===== config.mk =====
export PLATFORM = sky130hd
export DESIGN_NAME = tsf_front
export DESIGN_NICKNAME = d
export VERILOG_FILES = /design/src/rtl/tsf_pkg.sv /design/src/rtl/tsf_front.sv
export SDC_FILE = /design/constraint.sdc
export NUM_CORES = 1
export LEC_CHECK = 0
export BUFFER_PORTS_ARGS = -buffer_cell sky130_fd_sc_hd__buf_2
export CAP_MARGIN = 20
export CORE_UTILIZATION = 44
export DETAILED_ROUTE_END_ITERATION = 8
export GPL_TIMING_DRIVEN = 0
export PLACE_DENSITY = 0.83
export SYNTH_ARGS = -nofsm -noshare
export SYNTH_HDL_FRONTEND = slang
export SYNTH_SLANG_ARGS = --single-unit

===== constraint.sdc =====
create_clock -name clk_i -period 4.4 [get_ports clk_i]
set_input_delay 0.88 -clock clk_i [delete_from_list [all_inputs] [get_ports clk_i]]
set_output_delay 0.88 -clock clk_i [all_outputs]
set_load 0.1 [all_outputs]

===== src/rtl/tsf_pkg.sv =====
// ============================================================================
// tsf_pkg: shared types and constants of the tilemap stream fetch block
// Holds the field widths, memory geometry, operation codes and the command
// record that travels from the front end through the queue to the back end.
// ============================================================================
package tsf_pkg;

  // Map and window geometry
  localparam int MapSide       = 32;
  localparam int WindowWidth   = 31;
  localparam int WindowHeight  = 21;
  localparam int LayerCells    = 4096;
  localparam int TransDepth    = 1024;
  localparam int MaxWorldWidth = 256;
  localparam int GuardDepth    = MaxWorldWidth + 2;

  // Field widths
  localparam int OpW      = 3;
  localparam int IdxW     = 12;
  localparam int ValW     = 16;
  localparam int CoordW   = 16;
  localparam int MapIdxW  = 10;
  localparam int TileW    = 16;
  localparam int WidthW   = 9;
  localparam int HeightW  = 13;
  localparam int CountW   = 11;
  localparam int CfgIdxW  = 2;
  localparam int CfgDataW = 13;

  // Stream bus widths
  localparam int InDataW  = 64;
  localparam int InUserW  = 4;
  localparam int OutDataW = 32;

  // Derived widths
  localparam int SideBits = $clog2(MapSide);
  localparam int LayerAw  = $clog2(LayerCells);
  localparam int TransAw  = $clog2(TransDepth);
  localparam int GuardAw  = $clog2(GuardDepth);
  localparam int WinMax   = (WindowWidth > WindowHeight) ? WindowWidth : WindowHeight;
  localparam int WinCntW  = $clog2(WinMax + 1);
  localparam int AreaW    = WidthW + HeightW;
  localparam int CellW    = CoordW + WidthW + 2;

  // Queue depths
  localparam int CmdDepth = 4;
  localparam int OutDepth = 8;

  // Operation codes
  typedef enum logic [OpW-1:0] {
    OP_WR_LAYER = 3'd0,
    OP_WR_TRANS = 3'd1,
    OP_WR_GUARD = 3'd2,
    OP_FILL_COL = 3'd3,
    OP_FILL_ROW = 3'd4
  } op_e;

  // Configuration register indexes
  typedef enum logic [CfgIdxW-1:0] {
    CFG_WORLD_WIDTH  = 2'd0,
    CFG_WORLD_HEIGHT = 2'd1,
    CFG_TRANS_COUNT  = 2'd2
  } cfg_reg_e;

  // Command handed from front to back end
  typedef struct packed {
    op_e                op;
    logic               sel;
    logic [IdxW-1:0]    idx;
    logic [ValW-1:0]    val;
    logic [CoordW-1:0]  x;
    logic [CoordW-1:0]  y;
  } cmd_t;

endpackage


===== src/rtl/tsf_front.sv =====
// ============================================================================
// tsf_front: input stage and command classifier
// Takes stream transfers, decodes the operation, drops unknown operations and
// writes with out-of-range addresses, and holds one command for the queue.
// ============================================================================
module tsf_front (
  input  logic                        clk_i,
  input  logic                        rst_ni,
  input  logic                        s_axis_tvalid,
  output logic                        s_axis_tready,
  // [11:0] load_index, [27:12] load_value, [43:28] coord_x, [59:44] coord_y
  input  logic [tsf_pkg::InDataW-1:0] s_axis_tdata,
  // [2:0] operation, [3] layer_select
  input  logic [tsf_pkg::InUserW-1:0] s_axis_tuser,
  output tsf_pkg::cmd_t               cmd_o,
  output logic                        cmd_valid_o,
  input  logic                        cmd_ready_i
);
  import tsf_pkg::*;

  logic vld_q, vld_d;
  cmd_t cmd_q, dec;
  logic keep;
  logic accept;

  // Field unpack and classification
  always_comb begin
    dec.op  = op_e'(s_axis_tuser[OpW-1:0]);
    dec.sel = s_axis_tuser[OpW];
    dec.idx = s_axis_tdata[IdxW-1:0];
    dec.val = s_axis_tdata[IdxW+ValW-1:IdxW];
    dec.x   = s_axis_tdata[IdxW+ValW+CoordW-1:IdxW+ValW];
    dec.y   = s_axis_tdata[IdxW+ValW+2*CoordW-1:IdxW+ValW+CoordW];
    unique case (dec.op)
      OP_WR_LAYER: keep = 32'(dec.idx) < LayerCells;
      OP_WR_TRANS: keep = 32'(dec.idx) < TransDepth;
      OP_WR_GUARD: keep = 32'(dec.idx) < GuardDepth;
      OP_FILL_COL,
      OP_FILL_ROW: keep = 1'b1;
      default:     keep = 1'b0;
    endcase
  end

  assign s_axis_tready = !vld_q || cmd_ready_i;
  assign accept        = s_axis_tvalid && s_axis_tready;

  always_comb begin
    vld_d = vld_q;
    if (s_axis_tready) begin
      vld_d = s_axis_tvalid && keep;
    end
  end

  // Holding register toward the queue
  always_ff @(posedge clk_i or negedge rst_ni) begin
    if (!rst_ni) begin
      vld_q <= 1'b0;
    end else begin
      vld_q <= vld_d;
    end
  end

  always_ff @(posedge clk_i) begin
    if (accept) begin
      cmd_q <= dec;
    end
  end

  assign cmd_o       = cmd_q;
  assign cmd_valid_o = vld_q;

endmodule


==> insert_results.sql <==
INSERT INTO impl_metrics (metric_group, metric, value, unit) VALUES
('sta', 'achievable-frequency', '0.421', 'GHz'),
('synthesis', 'post-synth-top-area-fraction', '0.942', ''),
('sta', 'worst_slew_pin_slew', '0.637', 'ns'),
('sta', 'setup_viol', '0', ''),
('power', 'share_comb_of_total_power', '0.251', ''),
('routing', 'detailedRoute.firstIterationViolations', '56', ''),
('power', 'power.sequential.fraction', '0.489', ''),
('synthesis', 'synth.area.top_cells', 'edfxtp_1, dfrtp_1, nand2b_1', ''),
('synthesis', 'cell_type_contributing_the_most_total_cell_area_after_synthesis', 'edfxtp_1', ''),
('routing', 'routed_wirelength', '3.83', 'mm'),
('floorplan', 'initial_utilization', '0.462', ''),
('clock_network', 'postCtsSetupRepairBufs', '0', ''),
('floorplan', 'fp.coreArea', '4410', 'um2'),
('floorplan', 'core.rowCount', '24', ''),
('global_routing', 'overflow_left_after_global_routing', '0', ''),
('cells_and_area', 'num-fill-cells', '324', ''),
('place', 'gp_congestion', '0.734', ''),
('power', 'clkPwrFrac', '0.260', ''),
('routing', 'num_vias', '1291', ''),
('routing', 'drtAntennaViolNets', '0', ''),
('place', 'place_hpwl', '2.86', 'mm'),
('sta', 'timing_hold_violations_final', '0', ''),
('synthesis', 'synth-seq-cells', '65', ''),
('critical_path', 'timing_worst_setup_path_type', 'in -> out', ''),
('floorplan', 'design.die.area', '4910', 'um2'),
('power', 'power_switching', '0.532', 'mW'),
('sta', 'fin_tns_setup', '0', 'ns'),
('synthesis', 'syn-num-nets', '150', ''),
('clock_network', 'inserted_clock_buffers', '9', ''),
('flow_run', 'drv.max_cap_violation_count', '0', ''),
('global_routing', 'largest_net_degree_at_the_start_of_global_routing', '39', ''),
('clock_network', 'hold_buffers', '0', ''),
('clock_network', 'clkTransAtPathRegs', '0.06', 'ns'),
('sta', 'min_period_over_period', '0.540', ''),
('power', 'power.total', '1.51', 'mW'),
('sta', 'period_needed', '2.37', 'ns'),
('cells_and_area', 'final_core_utilization', '0.667', ''),
('cells_and_area', 'antenna_cells_inserted', '0', ''),
('sta', 'rsz0062_at_grt', 'false', ''),
('clock_network', 'clock_sink_count', '65', ''),
('place', 'io_buffers', '133', ''),
('sta', 'maxSlewHeadroom', '0.575', ''),
('routing', 'drtPass1Iterations', '4', ''),
('clock_network', 'htree_num_levels', '3', ''),
('cells_and_area', 'final_nets', '295', ''),
('sta', 'final_critical_path_setup_slack', '2.03', 'ns'),
('global_routing', 'wire_length_of_the_first_global_routing_pass', '5.83', 'mm'),
('power', 'vdd_ir_drop_max', '321', 'uV'),
('global_routing', 'global_route.peak_usage_layer', 'met2', ''),
('global_routing', 'grt_pass1_vias', '1299', ''),
('clock_network', 'clk_path_buf_depth', '2', ''),
('critical_path', 'setup.worst_path.start_class', 'input pin', ''),
('power', 'total_leakage_power', '1.27', 'nW'),
('clock_network', 'buffer_cell_driving_the_clock_tree_root', 'clkbuf_8', ''),
('synthesis', 'synth_cell_type_count', '13', ''),
('synthesis', 'synth_sequential_area_ratio', '0.955', ''),
('critical_path', 'crit_path_max_fanout', '3', ''),
('critical_path', 'required', '3.52', 'ns'),
('min_path', 'type_of_the_worst_min_delay_path', 'in -> async', ''),
('global_routing', 'grt_use_met3', '0.0779', ''),
('clock_network', 'clk-insertion-delay-late', '0.32', 'ns'),
('sta', 'final_max_slew_viol_count', '0', ''),
('synthesis', 'yosysWarningCount', '0', ''),
('power', 'power.share.switching', '0.352', ''),
('power', 'total_internal_power', '0.979', 'mW'),
('run_status', 'status', 'completed', ''),
('routing', 'drt_drc_violations_left', '0', ''),
('synthesis', 'netlist_instances', '78', ''),
('critical_path', 'worst-endpoint-arrival', '1.49', 'ns'),
('cells_and_area', 'drive_above_1_share', '0.654', ''),
('global_routing', 'groute.layer.met1.usage', '0.173', '');
[metal layers]
metal | share of wire | vias up | wire length, um
met5 | 0 | - | 0
met4 | 0.011 | 0 | 42
met3 | 0.12 | 5 | 476
met2 | 0.50 | 96 | 1920
met1 | 0.36 | 582 | 1390
li1 | - | 608 | -
[logic make-up (layout without fill, tap and decap cells)]
| kind of cell | Yosys count | count (layout) | share of synthesized area |
|---|---|---|---|
| and+or+nand+nor | 9 | 9 | 0.0294 |
| buffers and inverters | 0 | 150 | 0 |
| DFF | 65 | 65 | 0.955 |
| AOI/OAI and AO/OA | 4 | 4 | 0.0160 |
[placed cells by master, fill, tap and decap left out]
cell type | Yosys | final
nand4b_1 | 1 | 1
buf_12 | 0 | 1
and2_2 | 0 | 1
nor3_1 | 2 | 2
nor4_2 | 1 | 1
clkinv_1 | 0 | 2
nor2_1 | 1 | 1
nand2b_1 | 2 | 2
clkbuf_8 | 0 | 9
buf_2 | 0 | 133
o211ai_2 | 1 | 1
dfrtp_1 | 1 | 1
clkbuf_1 | 0 | 2
edfxtp_1 | 64 | 64
o21bai_1 | 1 | 1
clkinv_2 | 0 | 3
nor4_1 | 1 | 1
a21oi_1 | 1 | 1
a21boi_1 | 1 | 1
[power by group through the flow]
stage / sequential, mW / combinational (mW) / clock (mW)
2_1_floorplan: 1.04 / 0.0228 / 0
3_3_place_gp: 0.753 / 0.375 / 0
3_5_place_dp: 0.752 / 0.382 / 0
4_1_cts: 0.739 / 0.382 / 0.407
5_1_grt: 0.742 / 0.389 / 0.433
6_report: 0.738 / 0.380 / 0.393
[synthesized netlist by cell type, drive strengths merged]
library cell and instances:
nand2b 2, nor2 1, dfrtp 1, o21bai 1, edfxtp 64, o211ai 1, nor4 2, nor3 2
nand4b 1, and2 1, a21oi 1, a21boi 1
[state kept, by name, summed over array words and instances (netlist names)]
signal       count
cmd_valid_o      1
cmd_o           64
[layout make-up]
cell class,count,area [um2],area share
flip-flops and latches,65,1950,0.661
clock inverters,5,22.5,0.00765
repair buffers,134,686,0.233
multi-input cells,13,93.8,0.0319
clock buffers,11,131,0.0446
well taps,52,65.1,0.0221
[critical path, stage by stage]
cell	delay, ns
buf_2	0.07
nand2b_1	0.11
buf_2	0.43
[through the flow]
stage	cells	cell area (um2)
6_report	280	2950
5_1_grt	280	2950
4_1_cts	280	2950
3_5_place_dp	264	2790
3_3_place_gp	263	2770
2_1_floorplan	78	2040
[path summary, 6_finish.rpt]
kind / startpoint / to / slack (ns) / cells past startpoint
worst min-delay path: rst_ni / cmd_valid_o$_DFFE_PN0N_ / 0.33 / 1
max in group asynchronous: rst_ni / cmd_valid_o$_DFFE_PN0N_ / 3.99 / 1
worst min register to register: cmd_valid_o$_DFFE_PN0N_ / cmd_valid_o$_DFFE_PN0N_ / 0.68 / 3
worst max-delay path: cmd_ready_i / s_axis_tready / 2.03 / 3
worst max register to register: cmd_valid_o$_DFFE_PN0N_ / cmd_o[36]$_DFFE_PP_ / 2.70 / 3
min in group clk_i: cmd_valid_o$_DFFE_PN0N_ / cmd_valid_o$_DFFE_PN0N_ / 0.68 / 3
Power figures use the tool's default switching activity.
