<file path="src/rtl/tsf_pkg.sv">
// ============================================================================
// tsf_pkg: shared types and constants of the tilemap stream fetch block
// Holds the field widths, memory geometry, operation codes and the command
// record that travels from the front end through the queue to the back end.
// ============================================================================
package tsf_pkg;

  // Map and window geometry
  localparam int MapSide       = 32;
  localparam int WindowWidth   = 31;
  localparam int WindowHeight  = 21;
  localparam int LayerCells    = 4096;
  localparam int TransDepth    = 1024;
  localparam int MaxWorldWidth = 256;
  localparam int GuardDepth    = MaxWorldWidth + 2;

  // Field widths
  localparam int OpW      = 3;
  localparam int IdxW     = 12;
  localparam int ValW     = 16;
  localparam int CoordW   = 16;
  localparam int MapIdxW  = 10;
  localparam int TileW    = 16;
  localparam int WidthW   = 9;
  localparam int HeightW  = 13;
  localparam int CountW   = 11;
  localparam int CfgIdxW  = 2;
  localparam int CfgDataW = 13;

  // Stream bus widths
  localparam int InDataW  = 64;
  localparam int InUserW  = 4;
  localparam int OutDataW = 32;

  // Derived widths
  localparam int SideBits = $clog2(MapSide);
  localparam int LayerAw  = $clog2(LayerCells);
  localparam int TransAw  = $clog2(TransDepth);
  localparam int GuardAw  = $clog2(GuardDepth);
  localparam int WinMax   = (WindowWidth > WindowHeight) ? WindowWidth : WindowHeight;
  localparam int WinCntW  = $clog2(WinMax + 1);
  localparam int AreaW    = WidthW + HeightW;
  localparam int CellW    = CoordW + WidthW + 2;

  // Queue depths
  localparam int CmdDepth = 4;
  localparam int OutDepth = 8;

  // Operation codes
  typedef enum logic [OpW-1:0] {
    OP_WR_LAYER = 3'd0,
    OP_WR_TRANS = 3'd1,
    OP_WR_GUARD = 3'd2,
    OP_FILL_COL = 3'd3,
    OP_FILL_ROW = 3'd4
  } op_e;

  // Configuration register indexes
  typedef enum logic [CfgIdxW-1:0] {
    CFG_WORLD_WIDTH  = 2'd0,
    CFG_WORLD_HEIGHT = 2'd1,
    CFG_TRANS_COUNT  = 2'd2
  } cfg_reg_e;

  // Command handed from front to back end
  typedef struct packed {
    op_e                op;
    logic               sel;
    logic [IdxW-1:0]    idx;
    logic [ValW-1:0]    val;
    logic [CoordW-1:0]  x;
    logic [CoordW-1:0]  y;
  } cmd_t;

endpackage

</file>
<file path="src/rtl/tsf_cmd_queue.sv">
// ============================================================================
// tsf_cmd_queue: command queue between front and back end
// Small register queue that lets the front end keep taking items while the
// back end walks a fill.
// ============================================================================
module tsf_cmd_queue (
  input  logic          clk_i,
  input  logic          rst_ni,
  input  tsf_pkg::cmd_t push_cmd_i,
  input  logic          push_valid_i,
  output logic          push_ready_o,
  output tsf_pkg::cmd_t pop_cmd_o,
  output logic          pop_valid_o,
  input  logic          pop_ready_i
);
  import tsf_pkg::*;

  localparam int PtrW = $clog2(CmdDepth);
  localparam int CntW = $clog2(CmdDepth + 1);

  cmd_t            mem_q [CmdDepth];
  logic [PtrW-1:0] wr_q, wr_d, rd_q, rd_d;
  logic [CntW-1:0] cnt_q, cnt_d;
  logic            push, pop;

  assign push_ready_o = cnt_q != CntW'(CmdDepth);
  assign pop_valid_o  = cnt_q != '0;
  assign pop_cmd_o    = mem_q[rd_q];
  assign push         = push_valid_i && push_ready_o;
  assign pop          = pop_valid_o && pop_ready_i;

  // Pointer and fill count
  always_comb begin
    wr_d  = wr_q;
    rd_d  = rd_q;
    cnt_d = cnt_q;
    if (push) begin
      wr_d = (wr_q == PtrW'(CmdDepth - 1)) ? '0 : wr_q + PtrW'(1);
    end
    if (pop) begin
      rd_d = (rd_q == PtrW'(CmdDepth - 1)) ? '0 : rd_q + PtrW'(1);
    end
    if (push && !pop) begin
      cnt_d = cnt_q + CntW'(1);
    end else if (pop && !push) begin
      cnt_d = cnt_q - CntW'(1);
    end
  end

  always_ff @(posedge clk_i or negedge rst_ni) begin
    if (!rst_ni) begin
      wr_q  <= '0;
      rd_q  <= '0;
      cnt_q <= '0;
    end else begin
      wr_q  <= wr_d;
      rd_q  <= rd_d;
      cnt_q <= cnt_d;
    end
  end

  always_ff @(posedge clk_i) begin
    if (push) begin
      mem_q[wr_q] <= push_cmd_i;
    end
  end

`ifndef NO_ASSERTIONS
  a_cnt_bound: assert property (@(posedge clk_i) disable iff (!rst_ni)
    cnt_q <= CntW'(CmdDepth))
    else $error("command queue count out of range");
  a_no_overflow: assert property (@(posedge clk_i) disable iff (!rst_ni)
    (cnt_q == CntW'(CmdDepth) && !pop) |=> cnt_q == CntW'(CmdDepth))
    else $error("command queue lost its fill level");
  a_cnt_tracks: assert property (@(posedge clk_i) disable iff (!rst_ni)
    (push && !pop) |=> cnt_q == $past(cnt_q) + CntW'(1))
    else $error("command queue count did not follow a push");
`endif

endmodule

</file>
<file path="config.mk">
export PLATFORM = sky130hd
export DESIGN_NAME = tsf_cmd_queue
export DESIGN_NICKNAME = d
export VERILOG_FILES = /design/src/rtl/tsf_pkg.sv /design/src/rtl/tsf_cmd_queue.sv
export SDC_FILE = /design/constraint.sdc
export NUM_CORES = 1
export LEC_CHECK = 0
export BUFFER_PORTS_ARGS = -buffer_cell sky130_fd_sc_hd__buf_2
export CORE_MARGIN = 3
export CORE_UTILIZATION = 60
export CTS_CLUSTER_DIAMETER = 80
export CTS_CLUSTER_SIZE = 40
export DETAILED_ROUTE_END_ITERATION = 8
export PLACE_DENSITY = 0.83
export RECOVER_POWER = 100
export SLEW_MARGIN = 20
export SYNTH_ARGS = -nofsm -noshare
export SYNTH_HDL_FRONTEND = slang
export SYNTH_SLANG_ARGS = --single-unit
</file>
<file path="constraint.sdc">
create_clock -name clk_i -period 5.15 [get_ports clk_i]
set_input_delay 0.2575 -clock clk_i [delete_from_list [all_inputs] [get_ports clk_i]]
set_output_delay 0.2575 -clock clk_i [all_outputs]
set_load 0.05 [all_outputs]
</file>
==> results of run 1 <==
==> logic make-up after synthesis <==
group | Yosys count
buf+inv | 17
fa+ha+maj | 7
flops | 263
simple gates | 11
xor+xnor | 3
mux | 69
==> worst max-delay path by stage <==
stage	cells after the start	start	end
after floorplan	8	cnt_q[1]	cnt_q[2]
final	3	rd_q[1]	pop_cmd_o[55]
after CTS	3	rd_q[0]	pop_cmd_o[50]
after global routing	3	rd_q[1]	pop_cmd_o[55]
after global placement	3	rd_q[0]	pop_cmd_o[6]
after detailed placement	3	rd_q[0]	pop_cmd_o[50]
==> through the flow <==
stage,setup WS [ns],instances
after floorplan,2.86,370
after global placement,2.46,702
after detailed placement,2.43,702
after CTS,1.89,772
after global routing,1.00,776
final,1.25,776
==> flip-flops by register name (all words and copies together), names as in the netlist <==
| name | count |
|---|---|
| cnt_q | 3 |
| mem_q | 256 |
| rd_q | 2 |
| wr_q | 2 |
==> cells in the final DEF, fill, tap and decap left out, drive strengths merged <==
master       instances
fa                   1
nand2                1
mux2                 5
mux4                64
clkinv               2
dfrtp                7
and2                 1
inv                  6
xnor2                1
edfxtp             256
nor2                 3
clkbuf             140
or3                  1
xor2                 2
or3b                 1
ha                   6
dlygate4sd3         58
and3                 4
buf                  6
==> per-layer routing <==
layer / vias to the layer above / GRT usage (%) / share of wire, %
met5: - / 0 / 0
met2: 133 / 33.0 / 53
li1: 1953 / - / -
met1: 2360 / 27.4 / 41
met3: 23 / 2.70 / 4.2
met4: 0 / 4.56 / 1.7
==> cell type report <==
| type | instances | area, um2 | share of cell area [%] |
|---|---|---|---|
| sequential | 263 | 7870 | 69.8 |
| multi-input combinational | 90 | 1690 | 15.0 |
| timing repair buffer | 193 | 1100 | 9.74 |
| clock buffer | 11 | 275 | 2.44 |
| tap | 211 | 264 | 2.34 |
| clock inverter | 5 | 68.8 | 0.610 |
| inverter | 3 | 11.3 | 0.0999 |
==> power by group through the flow <==
stage,combinational (uW),clock (uW),sequential [uW]
6_report,2720,1030,3130
5_1_grt,2850,1130,3200
4_1_cts,2840,1060,3110
3_5_place_dp,2810,0,3160
3_3_place_gp,2770,0,3120
2_1_floorplan,2370,0,2950
==> what timing repair did <==
item	4_1_cts	5_1_grt
hold buffers	54	4
resized for setup	0	0
endpoints found under the hold margin	198	15
==> worst max-delay path: stages (launching register included) <==
cell and delay (ns):
dfrtp_1 1.29, clkbuf_2 0.95, mux4_2 0.37, clkbuf_1 0.53
==> qor.csv, run 1 <==
metric,value,unit
Psw,2800,uW
mean routed wirelength per cell,21.6,um
ys flop type,edfxtp_1,
Yosys warnings,0,
"count leader, synth",edfxtp_1,
post-CTS setup buffer count,0,
TNS Setup,0,ns
Clock Latency Late Sink,0.47,ns
worst slew pin tran,3.32,ns
post-synthesis net count,445,
Final setup viols,0,
Comb power frac,39.5,%
Critical Path RT,4.89,ns
CTS Buf Count,11,
ranking of synthesized cells by area,"edfxtp_1 (80%), mux4_2 (15%), dfrtp_1 (1.8%), ha_1 (0.78%), buf_4 (0.39%)",
TritonRoute pass-1 iters,4,
Routed Antenna Nets,0,
xor/xnor share of the synthesized area,0.272,%
CTS tree,yes,
post-DP HPWL,9470,um
Tot Pwr,6880,uW
sequential power share,45.5,%
worst hold path class,input port to flop,
synthesized flop and latch total,263,
crit path kind,flop to output port,
Yosys top cell area share,79.6,%
CTS max path bufs,3,
WL final,16800,um
Die W,133,um
endpoints failing hold,0,
routed via count,4469,
"Reg clk slew, reported paths",0.13,ns
crit path capture type,output port,
Synth area leader,edfxtp_1,
mapped cell area,9650,um2
Synth Area in Compound Gates,0,%
Hold EP,mem_q[3][44],
Clock Skew,0.0292,ns
adder-cell share of the synthesized area,0.985,%
GPL Wtd Cong,0.688,
Pint,4080,uW
FF-to-FF Start,cnt_q[0],
hold depth,1,
synth unique cells,20,
critical path arrival,3.64,ns
Pleak,0.00356,uW
post-layout min period,3.90,ns
R2R depth,2,
post-synthesis sequential area ratio,81.5,%
Hold WS,0.0643,ns
share of layout cells above drive strength 1,16.6,%
most frequent cells after synthesis,"edfxtp_1 (256), mux4_2 (64), dfrtp_1 (7)",
largest net degree at the start of global routing,65,
GRT Overall Usage,19.4,%
nature of the critical path startpoint,flop,
first-pass GRT wire length,26700,um
Vias/cell,5.76,
fin util,72.8,%
post-synthesis simple-gate area fraction,0.752,%
placed inst area,10500,um2
min-delay src,push_cmd_i[44],
PortBufs,133,
Ant. Diodes,0,
fin area,11300,um2
Die Y-Extent,133,um
root buffer cell,clkbuf_16,
initial antenna violation count,0,
DRC errors left,0,
Final Max Tran Viols,260,
Mean Syn Cell Area,26.1,um2
failing checks,"capacitance limit, slew limit",
Max VDD drop,0.422,mV
nets,637,
main combinational cell family by area after synthesis,multiplexers,
Pwr per Cell Area,611,nW/um2
switch share,40.7,%
num ports,134,
Initial Utilization,62.3,%
Final Cycle Share,75.7,%
Num Clock Sinks,263,
Fillers,933,
RSZ-0062 raised after global routing,false,
RR Endpoint,mem_q[3][62],
max-cap violation count,4,
H-tree Lvls,1,
initial drt markers,358,
Die ar.,17600,um2
relative slew slack,-121,%
Area growth syn-to-layout,16.8,%
number of synthesized flops with an enable pin,256,
ys async rst share,2.66,%
vias in the first global route,4698,
Rows,45,
core footprint,15500,um2
status,"complete, but fails checks",
CP Max Fanout,35,
total gr overflow,0,
maximum clock rate,257,MHz
clock power share,15.0,%
Mapped Cells,370,
proportion of synthesized area in mux cells,15.6,%
R2R setup slack,1.48,ns
(Power assumes the default switching activity.)
==> run 2, diff against run 1 <==
CORE_UTILIZATION = 57   (was 60)
PLACE_DENSITY = 0.79   (was 0.83)
clock period = 3.6 ns   (was 5.15 ns; I/O delays follow)
==> run 2 against run 1 <==
Net effect: the run still ends with capacitance limit, slew limit left; first-iteration DRC count is 24% lower; register-to-register slack worse by 0.37 ns; utilization is 2.3 points lower; cell count is 1.5% higher; routed wire length is 2.1% higher; highest routed layer unchanged.
==> qor.csv, run 2 (synthesis gave the netlist of run 1 again) <==
metric,value,unit
post-layout min period,2.93,ns
DRC errors left,0,
num ports,134,
share of layout cells above drive strength 1,27.8,%
nets,644,
FF-to-FF Start,cnt_q[2],
GRT Overall Usage,18.9,%
initial antenna violation count,0,
TritonRoute pass-1 iters,4,
core footprint,16200,um2
relative slew slack,-12.0,%
Clock Latency Late Sink,0.48,ns
Vias/cell,5.61,
Max VDD drop,0.752,mV
GPL Wtd Cong,0.726,
Routed Antenna Nets,0,
placed inst area,10600,um2
endpoints failing hold,0,
Tot Pwr,9980,uW
H-tree Lvls,1,
Hold Buf Count CTS,65,
clock power share,14.9,%
Ant. Diodes,0,
crit path kind,flop to output port,
Final setup viols,0,
most frequent cells in the layout,"edfxtp_1 (256), clkbuf_1 (68), buf_2 (66)",
R2R depth,2,
total gr overflow,0,
switch share,40.3,%
post-DP HPWL,10000,um
final worst slack,0.665,ns
nature of the critical path startpoint,flop,
mean routed wirelength per cell,21.7,um
WL final,17100,um
Clock Skew,0.0420,ns
RSZ-0062 raised after global routing,false,
Die W,136,um
CTS max path bufs,3,
"most common cell after layout, fill and taps aside",edfxtp_1,
cells along the critical path,mux4_2 > buf_2,
routed via count,4419,
Biggest register,mem_q,
CTS Buf Count,11,
Num Clock Sinks,263,
RR Endpoint,mem_q[3][41],
Critical Path RT,3.42,ns
DP Worst Slack,1.37,ns
CTS tree,yes,
Rows,46,
worst slew pin tran,1.68,ns
PortBufs,133,
worst path bufs/invs,1,
R2R setup slack,1.11,ns
sequential power share,44.6,%
critical path arrival,2.75,ns
Die ar.,18500,um2
Pleak,0.00375,uW
TNS Setup,0,ns
first-pass GRT wire length,26700,um
largest net degree at the start of global routing,67,
"Largest stage delay, worst path",1.48,ns
initial drt markers,272,
cell family with most CP delay,flip-flops,
Psw,4020,uW
Comb power frac,40.5,%
status,"complete, but fails checks",
worst hold path class,input port to async pin,
fin area,11400,um2
Pwr per Cell Area,872,nW/um2
CP Max Fanout,66,
Initial Utilization,59.5,%
Area growth syn-to-layout,18.6,%
max-cap violation count,5,
Fillers,1028,
Final Cycle Share,81.5,%
"Reg clk slew, reported paths",0.13,ns
post-CTS setup buffer count,0,
Die Y-Extent,136,um
Final Max Tran Viols,327,
vias in the first global route,4722,
post-route insts no fill,788,
failing checks,"capacitance limit, slew limit",
crit path capture type,output port,
max FFs per register,256,
maximum clock rate,341,MHz
biggest regs,"mem_q: 256 flops, cnt_q: 3 flops",
placed cells,707,
post-CTS sizing,0,
root buffer cell,clkbuf_16,
CP max-delay cell,dfrtp_2,
Pint,5960,uW
run 2: changes by cell type in the layout (fill, tap and decap cells not counted), moves of 2 or more:
cell and change:
buf_2 +61, inv_6 -2, dlygate4sd3_1 +7, and3_1 -4, and3_2 +4, clkbuf_1 -60
run 2: area by class of cell:
cell class | instances | area, um2 | area share (%)
sequential | 263 | 7870 | 68.7
multi-input combinational | 90 | 1690 | 14.8
timing repair buffer | 200 | 1260 | 11.0
clock buffer | 12 | 279 | 2.44
tap | 216 | 270 | 2.36
clock inverter | 4 | 65.1 | 0.568
inverter | 3 | 11.3 | 0.0984
run 2: metal layers:
metal	global-route usage [%]	wire (um)	part of all wire (%)	vias up
li1	-	-	-	1969
met1	25.8	6940	41	2304
met2	32.8	9030	53	116
met3	2.55	709	4.1	30
met4	4.93	429	2.5	0
met5	0	0	0	-
run 2: worst max path at each step:
stage | cells past startpoint | from | to | slack, ns
global placement | 8 | cnt_q[1] | cnt_q[2] | 1.47
floorplan | 8 | cnt_q[1] | cnt_q[2] | 1.31
detailed placement | 8 | cnt_q[1] | cnt_q[2] | 1.37
global route | 2 | rd_q[1] | pop_cmd_o[55] | 0.53
CTS | 3 | rd_q[0] | pop_cmd_o[36] | 0.96
finish | 2 | rd_q[1] | pop_cmd_o[55] | 0.67
run 2: per-stage QoR:
stage	hold WS [ns]	utilization [%]
5_1_grt	0.114	70.5
2_1_floorplan	-0.116	-
3_3_place_gp	0.0154	65.1
4_1_cts	0.0283	71.2
6_report	0.122	70.5
3_5_place_dp	0.0236	65.1
run 2: power groups by stage:
| stage | registers (uW) | clock network [uW] | logic, uW |
|---|---|---|---|
| floorplan | 4220 | 0 | 3390 |
| global placement | 4470 | 0 | 4020 |
| detailed placement | 4520 | 0 | 4050 |
| CTS | 4450 | 1530 | 4120 |
| global route | 4530 | 1620 | 4270 |
| finish | 4450 | 1490 | 4050 |
==> run 3, diff against run 2 <==
CORE_UTILIZATION = 51   (was 57)
PLACE_DENSITY = 0.75   (was 0.79)
clock period = 2.6 ns   (was 3.6 ns; I/O delays follow)
==> run 3 against run 2 <==
Net effect: the flow now finishes without violations; worst hold slack got worse by 0.085 ns; flip-flop and latch count is the same; utilization fell by 6.8 points; largest power group unchanged.
==> qor.csv, run 3 (synthesis gave the netlist of run 1 again) <==
metric,value,unit
R2R depth,4,
sequential power share,42.8,%
RSZ-0062 raised after global routing,false,
nature of the critical path startpoint,flop,
crit path kind,flop to output port,
WL final,16900,um
most frequent cells in the layout,"edfxtp_1 (256), clkbuf_1 (68), dlygate4sd3_1 (66)",
CTS max path bufs,3,
TNS Setup,0,ns
num ports,134,
Psw,5680,uW
R2R setup slack,0.23,ns
Die Y-Extent,144,um
placed inst area,10700,um2
max-cap violation count,0,
nets,661,
worst slew pin tran,0.989,ns
CP max-delay cell,dfrtp_4,
Routed Antenna Nets,0,
"most common cell after layout, fill and taps aside",edfxtp_1,
root buffer cell,clkbuf_16,
Biggest register,mem_q,
status,"finished, final reports clean",
routed via count,4476,
Final setup viols,0,
Clock Skew,0.0236,ns
Hold WS,0.0378,ns
Pint,8410,uW
"Largest stage delay, worst path",0.89,ns
FF-to-FF Start,wr_q[0],
"Reg clk slew, reported paths",0.13,ns
placed cells,734,
CTS Buf Count,12,
TritonRoute pass-1 iters,4,
CTS tree,yes,
Area growth syn-to-layout,20.7,%
Tot Pwr,14100,uW
Clock Latency Late Sink,0.49,ns
post-DP HPWL,10400,um
worst hold path class,input port to flop,
total gr overflow,0,
Die W,144,um
Final Max Tran Viols,0,
Ant. Diodes,0,
endpoints failing hold,0,
fin area,11600,um2
Initial Utilization,52.8,%
H-tree Lvls,1,
CP Max Fanout,45,
post-route insts no fill,821,
biggest regs,"mem_q: 256 flops, cnt_q: 3 flops",
largest net degree at the start of global routing,46,
Comb power frac,41.0,%
worst path bufs/invs,2,
clock power share,16.2,%
Max VDD drop,0.695,mV
Fillers,1277,
CP Depth,3,
share of layout cells above drive strength 1,28.9,%
relative slew slack,34.1,%
Pleak,0.00387,uW
Vias/cell,5.45,
vias in the first global route,4892,
crit path capture type,output port,
RR Endpoint,mem_q[0][32],
initial drt markers,264,
maximum clock rate,406,MHz
Final Cycle Share,94.7,%
post-layout min period,2.46,ns
Num Clock Sinks,263,
cells along the critical path,buf_4 > mux4_2 > clkbuf_2,
PortBufs,133,
GRT Overall Usage,16.8,%
Pwr per Cell Area,1210,nW/um2
Setup crit end,pop_cmd_o[21],
Die ar.,20600,um2
mean routed wirelength per cell,20.6,um
initial antenna violation count,0,
critical path arrival,2.33,ns
DRC errors left,0,
Crit. Startpoint,rd_q[1],
core footprint,18300,um2
cell family with most CP delay,flip-flops,
Rows,49,
switch share,40.3,%
max FFs per register,256,
first-pass GRT wire length,26500,um
GPL Wtd Cong,0.719,
Critical Path RT,2.47,ns
[run 3: cell types whose count changed in the layout (fill, tap and decap cells not counted), sizes merged]
| cell | delta |
|---|---|
| clkinvlp | -1 |
| clkinv | +1 |
| dlygate4sd3 | +1 |
| buf | -40 |
| clkbuf | +56 |
| inv | +3 |
[run 3: worst min-delay path, delay by kind of cell]
| family | cells | cell delay (ns) |
|---|---|---|
| buf+inv | 1 | 0.10 |
| simple gates | 1 | 0.11 |
| mux | 1 | 0.16 |
[run 3: power groups by stage]
stage	sequential [uW]	clock (uW)	combinational, uW
finish	6020	2290	5770
floorplan	5840	0	4690
global route	6120	2500	6100
global placement	6130	0	5770
detailed placement	6210	0	5830
CTS	6040	2360	6040
[run 3: routing by layer]
layer / vias to the layer above / GRT usage (%) / routed length [um]
li1: 2004 / - / -
met1: 2349 / 22.6 / 7060
met2: 103 / 29.0 / 8800
met3: 20 / 2.63 / 742
met4: 0 / 4.51 / 324
met5: - / 0 / 0
[run 3: final cells by class]
class | instances | area, um2 | area share, %
inverter | 3 | 11.3 | 0.0967
tap | 229 | 287 | 2.46
clock buffer | 13 | 325 | 2.79
timing repair buffer | 216 | 1380 | 11.8
sequential | 263 | 7870 | 67.6
clock inverter | 7 | 93.8 | 0.806
multi-input combinational | 90 | 1690 | 14.5
[run 3: timing repair]
action / 4_1_cts / 5_1_grt
setup endpoints to repair: 11 / 0
setup buffers: 1 / 0
endpoints found under the hold margin: 263 / 0
hold buffers: 66 / 0
gates resized for setup: 0 / 0
[run 3: metrics by stage]
| step | utilization, % | setup slack, ns |
|---|---|---|
| detailed placement | 58.7 | 0.406 |
| finish | 63.8 | 0.137 |
| global placement | 58.7 | 0.459 |
| CTS | 64.8 | 0.0798 |
| global route | 63.8 | 0.00998 |
| floorplan | - | 0.308 |
[run 3: worst min path at each step]
stage | start | end | slack [ns] | depth (start not counted)
2_1_floorplan | rst_ni | cnt_q[0] | -0.17 | 0
3_3_place_gp | rst_ni | wr_q[0] | -0.03 | 1
3_5_place_dp | rst_ni | wr_q[1] | -0.03 | 1
4_1_cts | pop_ready_i | rd_q[0] | 0.02 | 3
5_1_grt | pop_ready_i | rd_q[0] | 0.05 | 3
6_report | pop_ready_i | rd_q[0] | 0.04 | 3
